<file path="config.mk">
export PLATFORM = sky130hd
export DESIGN_NAME = bfc_queue
export DESIGN_NICKNAME = d
export VERILOG_FILES = /design/src/hdl/bfc_pkg.sv /design/src/hdl/bfc_queue.sv
export SDC_FILE = /design/constraint.sdc
export NUM_CORES = 1
export LEC_CHECK = 0
export ABC_AREA = 1
export BUFFER_PORTS_ARGS = -buffer_cell sky130_fd_sc_hd__buf_2
export CAP_MARGIN = 20
export CORE_MARGIN = 2
export CORE_UTILIZATION = 45
export DETAILED_ROUTE_END_ITERATION = 16
export PLACE_DENSITY = 0.63
export SYNTH_ARGS = -nofsm -noshare
export SYNTH_HDL_FRONTEND = slang
export SYNTH_SLANG_ARGS = --single-unit
</file>
<file path="constraint.sdc">
create_clock -name clk -period 15 [get_ports clk]
set_input_delay 0.75 -clock clk [delete_from_list [all_inputs] [get_ports clk]]
set_output_delay 0.75 -clock clk [all_outputs]
set_load 0.05 [all_outputs]
</file>
<file path="src/hdl/bfc_pkg.sv">
`timescale 1ns / 1ps
// ----------------------------------------------------------------------------
// bfc_pkg
// shared constants and types for the box frustum cull block
// ----------------------------------------------------------------------------
package bfc_pkg;

    localparam int FRAC_BITS_DEF = 16;
    localparam int NUM_REGS      = 8;
    localparam int ADDR_W        = 6;
    localparam int QUEUE_DEPTH   = 4;

    localparam logic signed [31:0] SAT_MAX32 = 32'sh7fffffff;
    localparam logic signed [31:0] SAT_MIN32 = 32'sh80000000;

    // one transformed vertex handed from front to back
    typedef struct packed {
        logic signed [31:0] cx;
        logic signed [31:0] cy;
        logic signed [31:0] cw;
        logic               last;
    } clip_beat_t;

    // wide enough for the sum of three shifted 64-bit products and one entry
    function automatic logic signed [31:0] sat32(input logic signed [65:0] v);
        logic signed [31:0] r;
        if (v > 66'sd2147483647)
            r = SAT_MAX32;
        else if (v < -66'sd2147483648)
            r = SAT_MIN32;
        else
            r = v[31:0];
        return r;
    endfunction

endpackage

</file>
<file path="src/hdl/bfc_queue.sv">
`timescale 1ns / 1ps
// ----------------------------------------------------------------------------
// bfc_queue
// small fifo decoupling the transform from the divide and bounds logic
// ----------------------------------------------------------------------------
module bfc_queue import bfc_pkg::*; (
    input  logic       clk,
    input  logic       rst_n,
    input  logic       in_valid,
    output logic       in_ready,
    input  clip_beat_t in_beat,
    output logic       out_valid,
    input  logic       out_ready,
    output clip_beat_t out_beat
);

    localparam int PW = $clog2(QUEUE_DEPTH);

    clip_beat_t mem [QUEUE_DEPTH];
    logic [PW-1:0] wp_reg, rp_reg;
    logic [PW:0]   cnt_reg;
    logic push, pop;

    assign in_ready  = (cnt_reg != (PW+1)'(QUEUE_DEPTH));
    assign out_valid = (cnt_reg != '0);
    assign push      = in_valid && in_ready;
    assign pop       = out_valid && out_ready;
    assign out_beat  = mem[rp_reg];

    // pointers
    always_ff @(posedge clk or negedge rst_n)
    begin
        if (!rst_n)
        begin
            wp_reg  <= '0;
            rp_reg  <= '0;
            cnt_reg <= '0;
        end
        else
        begin
            if (push) wp_reg <= wp_reg + 1'b1;
            if (pop)  rp_reg <= rp_reg + 1'b1;
            cnt_reg <= cnt_reg + (PW+1)'(push) - (PW+1)'(pop);
        end
    end

    // storage
    always_ff @(posedge clk)
    begin
        if (push)
            mem[wp_reg] <= in_beat;
    end

endmodule

</file>
==> out/qor.yml <==
cts_made_buffers: 42
power.density_nw_per_um2: 233
hold_path.class: "input port to asynchronous set/reset pin"
yosysSeqAreaShare_pct: 75.6
period_share_pct: 26.7
fin_cells: 1965
worstPathRequired_ps: 14250
cts_root_buffer: "clkbuf_16"
cpPeakStageDelay_ps: 990
fp-row-count: 68
initial_utilization_pct: 45.5
cp_common_cell: "nor2_1"
path_class: "register to output port"
die_area_um2: 36300
p_leak_nw: 7.26
fmax_mhz: 250
arrival_ps: 3250
synth.avg_cell_area_um2: 12.2
grt_usage_pct: 17.0
preCtsSetupSlack_ps: 11520
synth_warnings: 0
synth_nets: 1394
port_buffers: 199
cts_sinks: 395
antenna_found_initial: 9
cts.reportedPaths.clkPinSlew_ps: 60
crit_path_cell_trace: "buf_4, nor2_1, nor2_1, o21ai_0, nand2_1, buf_2"
finalNetCount: 1586
synth_edf_count: 388
die_w_um: 190
outcome: "finished clean"
clk_path_buf_depth: 3
setup_violations: 0
relSlewSlack_pct: 29.9
ys_ff_latch: 395
synth.area.top_cells: "edfxtp_1 74%, nand2_1 7.4%, nor2_1 4.8%"
grt_max_degree: 109
finalWirelength_um: 31000
cts_resized: 0
hold_viol_final: 0
pin_count: 200
cp_max_fo: 108
setup_ws_ps: 11000
synth_ff_type: "edfxtp_1"
critPathSlowestCell: "dfrtp_4"
period_needed_ps: 4000
tns_ps: 0
syn_area_um2: 15600
vias: 9371
post-route-drc-count: 0
die_h_um: 190
dp.cells: 1889
cap_viol_max_count: 0
rsz0062_at_grt: "no"
drt_pass1_iterations: 6
synth_top_area_share_pct: 74.5
antenna_left: 0
viasPerCell: 4.77
synth_cell_types: 18
yosysTopAreaCell: "edfxtp_1"
cts_tree: "built"
place_hpwl_um: 17200
fin_skew_ps: 22.2
htreeDepth: 2
syn_inst: 1286
grt_pass1_wl_um: 48400
maxSlewViolCount: 0
grt_overflow: 0
gp_congestion: 0.715
area_delta_synth_final_pct: 16.4
yosysMostFrequentCell: "edfxtp_1"
ys_async_sr_fraction_pct: 1.77
worstSkewPairLatency_ps: 530
worst_pin_slew_ps: 1050
postCtsSetupBuffers: 0
largest_reg_flops: 388
drtIter0Drc: 579
critPathCaptureType: "output port"
core_area_um2: 34400
grt_pass1_vias: 9349
start_kind: "register"
total_power_mw: 4.25
drive_above_1_share_pct: 17.9
netlist_top_cells_count: "388 x edfxtp_1, 310 x nand2_1, 199 x nor2_1"
wire_per_inst_um: 15.8
ir_drop_mv: 0.173
holdBufCountCts: 0
## final timing paths
path	from	end	slack (ps)	depth (start not counted)
min	rst_n	wp_reg[0]	40	1
min reg2reg	cnt_reg[0]	cnt_reg[0]	520	1
max in group asynchronous	rst_n	rp_reg[0]	14770	1
min in group clk	in_beat[94]	mem[1][94]	430	1
max reg2reg	cnt_reg[1]	mem[2][71]	12140	6
max	rp_reg[0]	out_beat[13]	11000	6
## through the flow
step / area [µm²] / hold slack, ps / utilization [%]
finish: 18200 / 44.6 / 53.0
global route: 18200 / 31.4 / 53.0
CTS: 18200 / 20.8 / 53.0
detailed placement: 16900 / 507 / 49.3
global placement: 16900 / 496 / 49.3
floorplan: 15600 / 449 / -
## cell usage in the layout, fill, tap and decap left out, drive strengths merged
| master | n |
|---|---|
| inv | 114 |
| clkbuf | 56 |
| o21ai | 194 |
| bufinv | 2 |
| clkinv | 16 |
| ha | 6 |
| nand3 | 5 |
| buf | 211 |
| nand2 | 310 |
| edfxtp | 388 |
| diode | 1 |
| dfrtp | 7 |
| fa | 1 |
| nor2 | 199 |
## layout make-up
class                      count  area [µm²]
clock inverter                19         136
tap                          455         569
multi-input combinational    715        3030
fill                        2976       16200
antenna                        1        2.50
sequential                   395       11800
timing repair buffer         211        1090
inverter                     113         432
clock buffer                  56        1120
## critical path: cells and delay by family (launching register included)
family                 cells  cell delay, ps
DFF                        1             990
AOI/OAI and AO/OA          1              90
buffers and inverters      2            1160
and+or+nand+nor            3             360
## cell families (layout without fill, tap and decap cells)
family | Yosys count | in the layout | synth area share (%)
other | 0 | 1 | 0
buffers and inverters | 176 | 399 | 5.25
AND/OR/NAND/NOR | 514 | 514 | 12.4
adder cells (fa/ha/maj) | 7 | 7 | 0.608
AO/OA/AOI/OAI | 194 | 194 | 6.20
flip-flops | 395 | 395 | 75.6
## routing by layer
layer	wire length (µm)	up-vias	share of wire (%)	GRT usage, %
met5	92	-	0.30	0
met4	798	14	2.6	5.46
met3	2040	68	6.6	4.99
li1	-	4711	-	-
met1	13300	4376	43	21.0
met2	14800	202	48	28.9
## report_power, final
part           switching (mW)  total [mW]  internal, mW
clock                   0.389       0.947         0.559
combinational            1.40        1.77         0.370
sequential             0.0793        1.53          1.45
(Power assumes the default switching activity.)
