[src/hdl/bfc_pkg.sv]
`timescale 1ns / 1ps
// ----------------------------------------------------------------------------
// bfc_pkg
// shared constants and types for the box frustum cull block
// ----------------------------------------------------------------------------
package bfc_pkg;

    localparam int FRAC_BITS_DEF = 16;
    localparam int NUM_REGS      = 8;
    localparam int ADDR_W        = 6;
    localparam int QUEUE_DEPTH   = 4;

    localparam logic signed [31:0] SAT_MAX32 = 32'sh7fffffff;
    localparam logic signed [31:0] SAT_MIN32 = 32'sh80000000;

    // one transformed vertex handed from front to back
    typedef struct packed {
        logic signed [31:0] cx;
        logic signed [31:0] cy;
        logic signed [31:0] cw;
        logic               last;
    } clip_beat_t;

    // wide enough for the sum of three shifted 64-bit products and one entry
    function automatic logic signed [31:0] sat32(input logic signed [65:0] v);
        logic signed [31:0] r;
        if (v > 66'sd2147483647)
            r = SAT_MAX32;
        else if (v < -66'sd2147483648)
            r = SAT_MIN32;
        else
            r = v[31:0];
        return r;
    endfunction

endpackage

[src/hdl/bfc_back.sv]
`timescale 1ns / 1ps
// ----------------------------------------------------------------------------
// bfc_back
// restoring divider for x/w and y/w, running bounds and cull decision
// ----------------------------------------------------------------------------
module bfc_back import bfc_pkg::*; #(
    parameter int FRAC_BITS = FRAC_BITS_DEF
) (
    input  logic       clk,
    input  logic       rst_n,
    input  logic       in_valid,
    output logic       in_ready,
    input  clip_beat_t in_beat,
    output logic       out_valid,
    input  logic       out_ready,
    output logic       culled
);

    localparam int NW = 32 + FRAC_BITS;   // dividend width
    localparam int CW = $clog2(NW + 1);

    typedef enum logic [3:0] {
        B_IDLE = 4'b0001,
        B_DIV  = 4'b0010,
        B_UPD  = 4'b0100,
        B_OUT  = 4'b1000
    } bstate_t;

    bstate_t state_reg, state_next;
    logic sel_reg;                          // 0 = x, 1 = y
    logic [CW-1:0] cnt_reg;
    logic [NW-1:0] quo_reg;
    logic [32:0]   rem_reg;
    logic [31:0]   den_reg;
    logic          neg_reg, zero_reg, nzero_reg, nneg_reg;
    logic signed [31:0] cy_reg, nx_reg, ny_reg;
    logic signed [31:0] cw_hold;
    logic last_reg;
    logic signed [31:0] maxx_reg, minx_reg, maxy_reg, miny_reg;
    logic cull_reg;

    logic signed [31:0] num_sel;
    logic [31:0] an, ad;
    logic [33:0] trial;
    logic signed [31:0] qres;
    logic signed [31:0] one_p, one_n;
    logic signed [31:0] mxx, mnx, mxy, mny;

    assign one_p = 32'sd1 <<< FRAC_BITS;
    assign one_n = -one_p;

    assign in_ready  = (state_reg == B_IDLE);
    assign out_valid = (state_reg == B_OUT);
    assign culled    = cull_reg;

    // x numerator on accept, y numerator on the second divider load
    assign num_sel = (state_reg == B_IDLE) ? in_beat.cx : cy_reg;
    assign an = num_sel[31] ? 32'(-num_sel) : 32'(num_sel);
    assign ad = cw_hold[31] ? 32'(-cw_hold) : 32'(cw_hold);
    assign trial = {rem_reg, quo_reg[NW-1]} - {2'b00, den_reg};

    // signed, saturated quotient
    always_comb
    begin
        if (zero_reg)
            qres = nzero_reg ? 32'sd0 : (nneg_reg ? SAT_MIN32 : SAT_MAX32);
        else if (neg_reg)
            qres = (quo_reg > NW'(33'h080000000)) ? SAT_MIN32 : 32'(-quo_reg);
        else
            qres = (quo_reg > NW'(33'h07fffffff)) ? SAT_MAX32 : quo_reg[31:0];
    end

    // bounds including the current vertex
    assign mxx = (nx_reg > maxx_reg) ? nx_reg : maxx_reg;
    assign mnx = (nx_reg < minx_reg) ? nx_reg : minx_reg;
    assign mxy = (ny_reg > maxy_reg) ? ny_reg : maxy_reg;
    assign mny = (ny_reg < miny_reg) ? ny_reg : miny_reg;

    always_comb
    begin
        state_next = state_reg;
        unique case (state_reg)
            B_IDLE: if (in_valid) state_next = B_DIV;
            B_DIV:  if (cnt_reg == '0 && sel_reg) state_next = B_UPD;
            B_UPD:  state_next = last_reg ? B_OUT : B_IDLE;
            B_OUT:  if (out_ready) state_next = B_IDLE;
            default: state_next = B_IDLE;
        endcase
    end

    always_ff @(posedge clk or negedge rst_n)
    begin
        if (!rst_n)
        begin
            state_reg <= B_IDLE;
            sel_reg   <= 1'b0;
            cnt_reg   <= '0;
            maxx_reg  <= SAT_MIN32;
            minx_reg  <= SAT_MAX32;
            maxy_reg  <= SAT_MIN32;
            miny_reg  <= SAT_MAX32;
        end
        else
        begin
            state_reg <= state_next;
            if (state_reg == B_IDLE && in_valid)
            begin
                sel_reg <= 1'b0;
                cnt_reg <= CW'(NW);
            end
            else if (state_reg == B_DIV)
            begin
                if (cnt_reg != '0)
                    cnt_reg <= cnt_reg - 1'b1;
                else if (!sel_reg)
                begin
                    sel_reg <= 1'b1;
                    cnt_reg <= CW'(NW);
                end
            end
            // update bounds; clear after the last vertex
            if (state_reg == B_UPD)
            begin
                if (last_reg)
                begin
                    maxx_reg <= SAT_MIN32;
                    minx_reg <= SAT_MAX32;
                    maxy_reg <= SAT_MIN32;
                    miny_reg <= SAT_MAX32;
                end
                else
                begin
                    maxx_reg <= mxx;
                    minx_reg <= mnx;
                    maxy_reg <= mxy;
                    miny_reg <= mny;
                end
            end
        end
    end

    // divider datapath, one quotient bit per cycle
    always_ff @(posedge clk)
    begin
        if (state_reg == B_IDLE && in_valid)
        begin
            cy_reg   <= in_beat.cy;
            cw_hold  <= in_beat.cw;
            last_reg <= in_beat.last;
        end
        if ((state_reg == B_IDLE && in_valid) ||
            (state_reg == B_DIV && cnt_reg == '0 && !sel_reg))
        begin
            quo_reg   <= {an, FRAC_BITS'(0)};
            rem_reg   <= '0;
            den_reg   <= state_reg == B_IDLE
                         ? (in_beat.cw[31] ? 32'(-in_beat.cw) : 32'(in_beat.cw)) : ad;
            neg_reg   <= num_sel[31] ^ (state_reg == B_IDLE ? in_beat.cw[31] : cw_hold[31]);
            zero_reg  <= (state_reg == B_IDLE ? in_beat.cw : cw_hold) == '0;
            nzero_reg <= num_sel == '0;
            nneg_reg  <= num_sel[31];
        end
        else if (state_reg == B_DIV && cnt_reg != '0)
        begin
            if (!trial[33])
            begin
                rem_reg <= trial[32:0];
                quo_reg <= {quo_reg[NW-2:0], 1'b1};
            end
            else
            begin
                rem_reg <= {rem_reg[31:0], quo_reg[NW-1]};
                quo_reg <= {quo_reg[NW-2:0], 1'b0};
            end
        end
        if (state_reg == B_DIV && cnt_reg == '0)
        begin
            if (sel_reg)
                ny_reg <= qres;
            else
                nx_reg <= qres;
        end
        if (state_reg == B_UPD && last_reg)
            cull_reg <= (mxx < one_n) || (mnx > one_p) || (mxy < one_n) || (mny > one_p);
    end

endmodule

[config.mk]
export PLATFORM = sky130hd
export DESIGN_NAME = bfc_back
export DESIGN_NICKNAME = d
export VERILOG_FILES = /design/src/hdl/bfc_pkg.sv /design/src/hdl/bfc_back.sv
export SDC_FILE = /design/constraint.sdc
export NUM_CORES = 1
export LEC_CHECK = 0
export BUFFER_PORTS_ARGS = -buffer_cell sky130_fd_sc_hd__buf_4
export CORE_ASPECT_RATIO = 2
export CORE_MARGIN = 3
export CORE_UTILIZATION = 45
export CTS_CLUSTER_SIZE = 30
export DETAILED_ROUTE_END_ITERATION = 8
export PLACE_DENSITY = 0.59
export SKIP_CTS_REPAIR_TIMING = 1
export SLEW_MARGIN = 20
export SYNTH_ARGS = -nofsm -noshare
export SYNTH_HDL_FRONTEND = slang
export SYNTH_SLANG_ARGS = --single-unit
[constraint.sdc]
create_clock -name clk -period 9.4 [get_ports clk]
set_input_delay 0 -clock clk [delete_from_list [all_inputs] [get_ports clk]]
set_output_delay 0 -clock clk [all_outputs]
set_load 0.02 [all_outputs]
==> flow_summary.rst <==
.. list-table::
   :header-rows: 1

   * - Metric
     - Value
   * - Routability congestion estimate from global placement
     - 0.8779
   * - CTS sink count
     - 386
   * - Cts bufs inserted
     - 39
   * - Fraction of synthesized cell area taken by the top area cell type
     - between 20 and 30%
   * - Post-route met1 wirelength
     - 22,180 microns
   * - Post-detailed-placement cell area
     - around 24,000 sq um
   * - Count of buffers from port buffering
     - around 100
   * - Initial drt markers
     - around 910
   * - Number of vias after detailed routing
     - approximately 18,000
   * - Worst slew margin
     - 27.40%
   * - Final Net Count
     - 2,735
   * - Clock latency on the worst-skew pair
     - 0.56 ns
   * - Arrival time worst endpoint
     - 5.63 ns
   * - DP HPWL
     - 47,230 microns
   * - #FFs+latches synth
     - 386
   * - Total negative setup slack
     - 0 ns
   * - RSZ-0062 raised after global routing
     - false
   * - Sequential cell fraction of total power
     - 39.0%
   * - Synthesized-area fraction occupied by adder cells
     - approximately 9.0%
   * - Met2 layer wire length in the routed design
     - 34,710 microns
   * - Number of diodes
     - 0
   * - Worst vdd rail ir drop
     - between 0.15 and 0.2 mV
   * - Compound-cell area share of the yosys netlist
     - 18.55%
   * - Dominant delay contributor by cell family on the critical path
     - simple AND/OR/NAND/NOR gates
   * - Highest net fanout along the worst path
     - 53
   * - Syn Inst Count
     - 2,356
   * - Type of the most critical hold path
     - primary input to flip-flop
   * - Cell Int Power
     - 4574 uW
   * - Worst-case clock buffer depth
     - 3
   * - Period utilization
     - 55.51%
   * - Uppermost layer routed
     - met4
   * - Number of synthesized flops with an enable pin
     - 198
   * - Max Fclk
     - between 150 and 200 MHz
   * - Area of the die
     - ~54,000 sq um
   * - # setup viols final
     - 0
   * - Synth cell types
     - 72
   * - Post-synth ARST share
     - 36.01%
   * - Hold Path Cell Cnt
     - 4
   * - Number of global-route vias before repair
     - between 15,000 and 20,000
   * - Most common flop cell mapped by yosys
     - edfxtp_1
   * - First-pass iteration count of the detailed router
     - 5
   * - Relative contribution of the clock network to total power
     - 22.4%
   * - FILL cells
     - 4,442
   * - Critical R2R Capture
     - nzero_reg
   * - PD cells
     - 275.4 nW/um^2
   * - Count of endpoints failing hold in the final timing report
     - 3
   * - Clk pin slew, worst setup/hold paths
     - roughly 0.060 ns
   * - Post-Synthesis Cell Area
     - 23,100 sq um
   * - Commonest cells post-synth
     - 198 x edfxtp_1, 190 x nand2_1, 188 x inv_1, 164 x ha_1, 162 x o21ai_0
   * - Setup Skew
     - 0.02312 ns
   * - WL final
     - 62,690 microns
   * - Capturing element type of the critical path
     - flip-flop
   * - Worst Reg-to-Reg Cells
     - 10
   * - Violated checks
     - hold timing
   * - Least-Margin Pin Slew
     - 1.089 ns
   * - Maximum number of pins on one net before global-route repair
     - 104
   * - Startpoint of the worst register-to-register path
     - state_reg[0]
   * - GR Overflow Total
     - 0
   * - Max capacitance violation total
     - 0
   * - Die extent in y
     - 326.4 microns
   * - Library cell used as clock root buffer
     - clkbuf_16
   * - Number of design rule violations left after detail routing
     - 0
   * - Final core area utilization
     - 52.60%
   * - CP Launch Type
     - flip-flop
   * - Count of synthesis-stage warnings from yosys
     - 0
   * - Leakage
     - 0.01081 uW
   * - Global-route wire length before repair
     - between 90,000 and 100,000 microns
   * - Simple-gate area share of the yosys netlist
     - 15.08%
   * - Power share of the combinational group
     - roughly two fifths
   * - Number of flip-flops under the largest register name
     - 48
   * - WHS Endpoint
     - quo_reg[42]
   * - Post-synth top area cell
     - edfxtp_1
   * - Result of the run
     - finished with violations
   * - Final slew viol count
     - 0
   * - Proportion of synthesized chip area in sequential cells
     - a little under half
   * - Routed length on met3
     - 1750 microns
   * - Antenna violations before repair
     - 0
   * - Startpoint of the most critical hold path
     - in_beat[91]
   * - Largest family of logic cells by synthesized area
     - compound AO/OA/AOI/OAI gates
   * - CTS H-Tree Depth
     - 2
   * - Area of the core region
     - 50,360 sq um
   * - Effective utilization at floorplan
     - 45.87%
   * - CP peak stage delay
     - roughly 0.91 ns
   * - Slowest cell on the critical path
     - or4b_2
   * - Share of final-layout standard cells stronger than drive strength 1
     - between 10 and 15%
   * - Die width
     - 166.2 microns
   * - Net Count, Synth
     - 2,622
   * - Register-to-register setup slack
     - 4.18 ns
   * - Worst path buffer plus inverter count
     - 3
   * - Flip-flop and latch area
     - between 10,000 and 15,000 sq um
   * - Synth Area in XOR/XNOR
     - 4.512%
   * - Placement row count
     - about 120
   * - Number of vias per cell after detailed routing
     - about 5.9
   * - Worst hold slack across all endpoints
     - -0.009138 ns
   * - Clock tree from TritonCTS
     - built
   * - Detail Route Antenna Nets
     - 0
   * - Post-route worst setup slack
     - 4.182 ns
   * - Share of cell area taken by muxes after synthesis
     - 2.302%
   * - Synth top area cells
     - edfxtp_1 26%, ha_1 8.9%, dfrtp_1 8.0%, dfstp_2 7.4%, dfxtp_1 4.2%
   * - Top-level I/O count
     - 104
   * - Avg Synthesized Cell Area
     - about 10 sq um
   * - WL/cell
     - 19.92 microns
   * - CP Data Required Time
     - 9.82 ns
   * - Post-Place Setup Slack
     - 4.216 ns
   * - Sw Share
     - 37.32%
   * - Total area of multi-input combinational cells
     - 11,470 sq um
   * - Cell chain of the critical path
     - or4b_2, clkinv_2, buf_4, mux2i_1, and3_1, nand3_1, nor3_1, nand2_1, nor4_1, dlygate4sd3_1
   * - Final Instance Area
     - approximately 26,000 sq um
   * - Psw
     - 2723 uW
   * - Cell with the most instances after synthesis
     - edfxtp_1
   * - Synthesis-to-finish area growth
     - 14.68%
   * - Global router's overall resource usage
     - ~23%
   * - Min Clock Period, post-route
     - 5.218 ns
   * - Type of the worst setup path
     - flip-flop to flip-flop
-- worst max-delay path by stage --
stage / cells past startpoint / end / slack, ns / startpoint
finish: 10 / nzero_reg / 4.18 / state_reg[0]
global route: 10 / nzero_reg / 3.65 / state_reg[0]
CTS: 13 / quo_reg[45] / 4.20 / state_reg[0]
detailed placement: 13 / quo_reg[45] / 4.22 / state_reg[0]
global placement: 13 / quo_reg[45] / 4.30 / state_reg[0]
floorplan: 12 / cnt_reg[4] / 4.07 / state_reg[0]
-- through the flow --
step                      power, uW  instances
after CTS                      7324       3074
final                          7297       3147
after global routing           7837       3147
after floorplan                4865       2356
after detailed placement       5665       3004
after global placement         5561       3004
-- cell usage in the layout (no fill, tap or decap), drive strengths merged, types with 8 or more instances in the layout --
cell,n
a211oi,58
a21o,56
a21oi,114
a22o,47
a31oi,9
and2,11
and3,8
buf,125
clkbuf,55
clkinv,10
dfrtp,74
dfstp,65
dfxtp,49
dlygate4sd3,72
edfxtp,198
ha,164
inv,188
mux2i,52
nand2,190
nand2b,19
nand3,30
nand4,50
nand4b,30
nor2,92
nor2b,18
nor3,101
nor3b,15
nor4,38
o21a,8
o21ai,190
o22a,42
o311ai,31
o31ai,27
o41ai,17
or2,16
or3,29
or4,14
xnor2,60
xor2,59
-- power by group through the flow --
stage                     Sequential (uW)  Clock [uW]  Combinational (uW)
final                                2850        1640                2810
after global routing                 2910        1740                3190
after CTS                            2840        1680                2800
after detailed placement             2870           0                2790
after global placement               2860           0                2700
after floorplan                      2720           0                2140
-- cell families (layout without fill, tap and decap cells) --
kind of cell,count (synthesis),count (layout)
compound gates,646,646
buf+inv,314,456
xor+xnor,119,119
fa+ha+maj,165,165
flops,386,386
simple gates,673,673
mux,53,53
-- tightest hold or removal path, delay by kind of cell --
| family | cells | cell delay, ns |
|---|---|---|
| buf+inv | 1 | 0.08 |
| xor+xnor | 1 | 0.13 |
| mux | 1 | 0.08 |
| compound gates | 1 | 0.13 |
-- layer usage --
metal | GRT usage (%) | vias up
met5 | 0 | -
met4 | 13.03 | 0
met3 | 2.385 | 170
met2 | 44.64 | 411
met1 | 22.19 | 8904
li1 | - | 8952
-- final cells by class --
class / count / share of cell area, %
flip-flops and latches: 386 / 39.58
inverters: 189 / 2.683
clock inverters: 15 / 0.6895
clock buffers: 55 / 4.317
multi-input cells: 1656 / 43.31
repair buffers: 197 / 6.352
well taps: 649 / 3.065
Power figures use the tool's default switching activity.
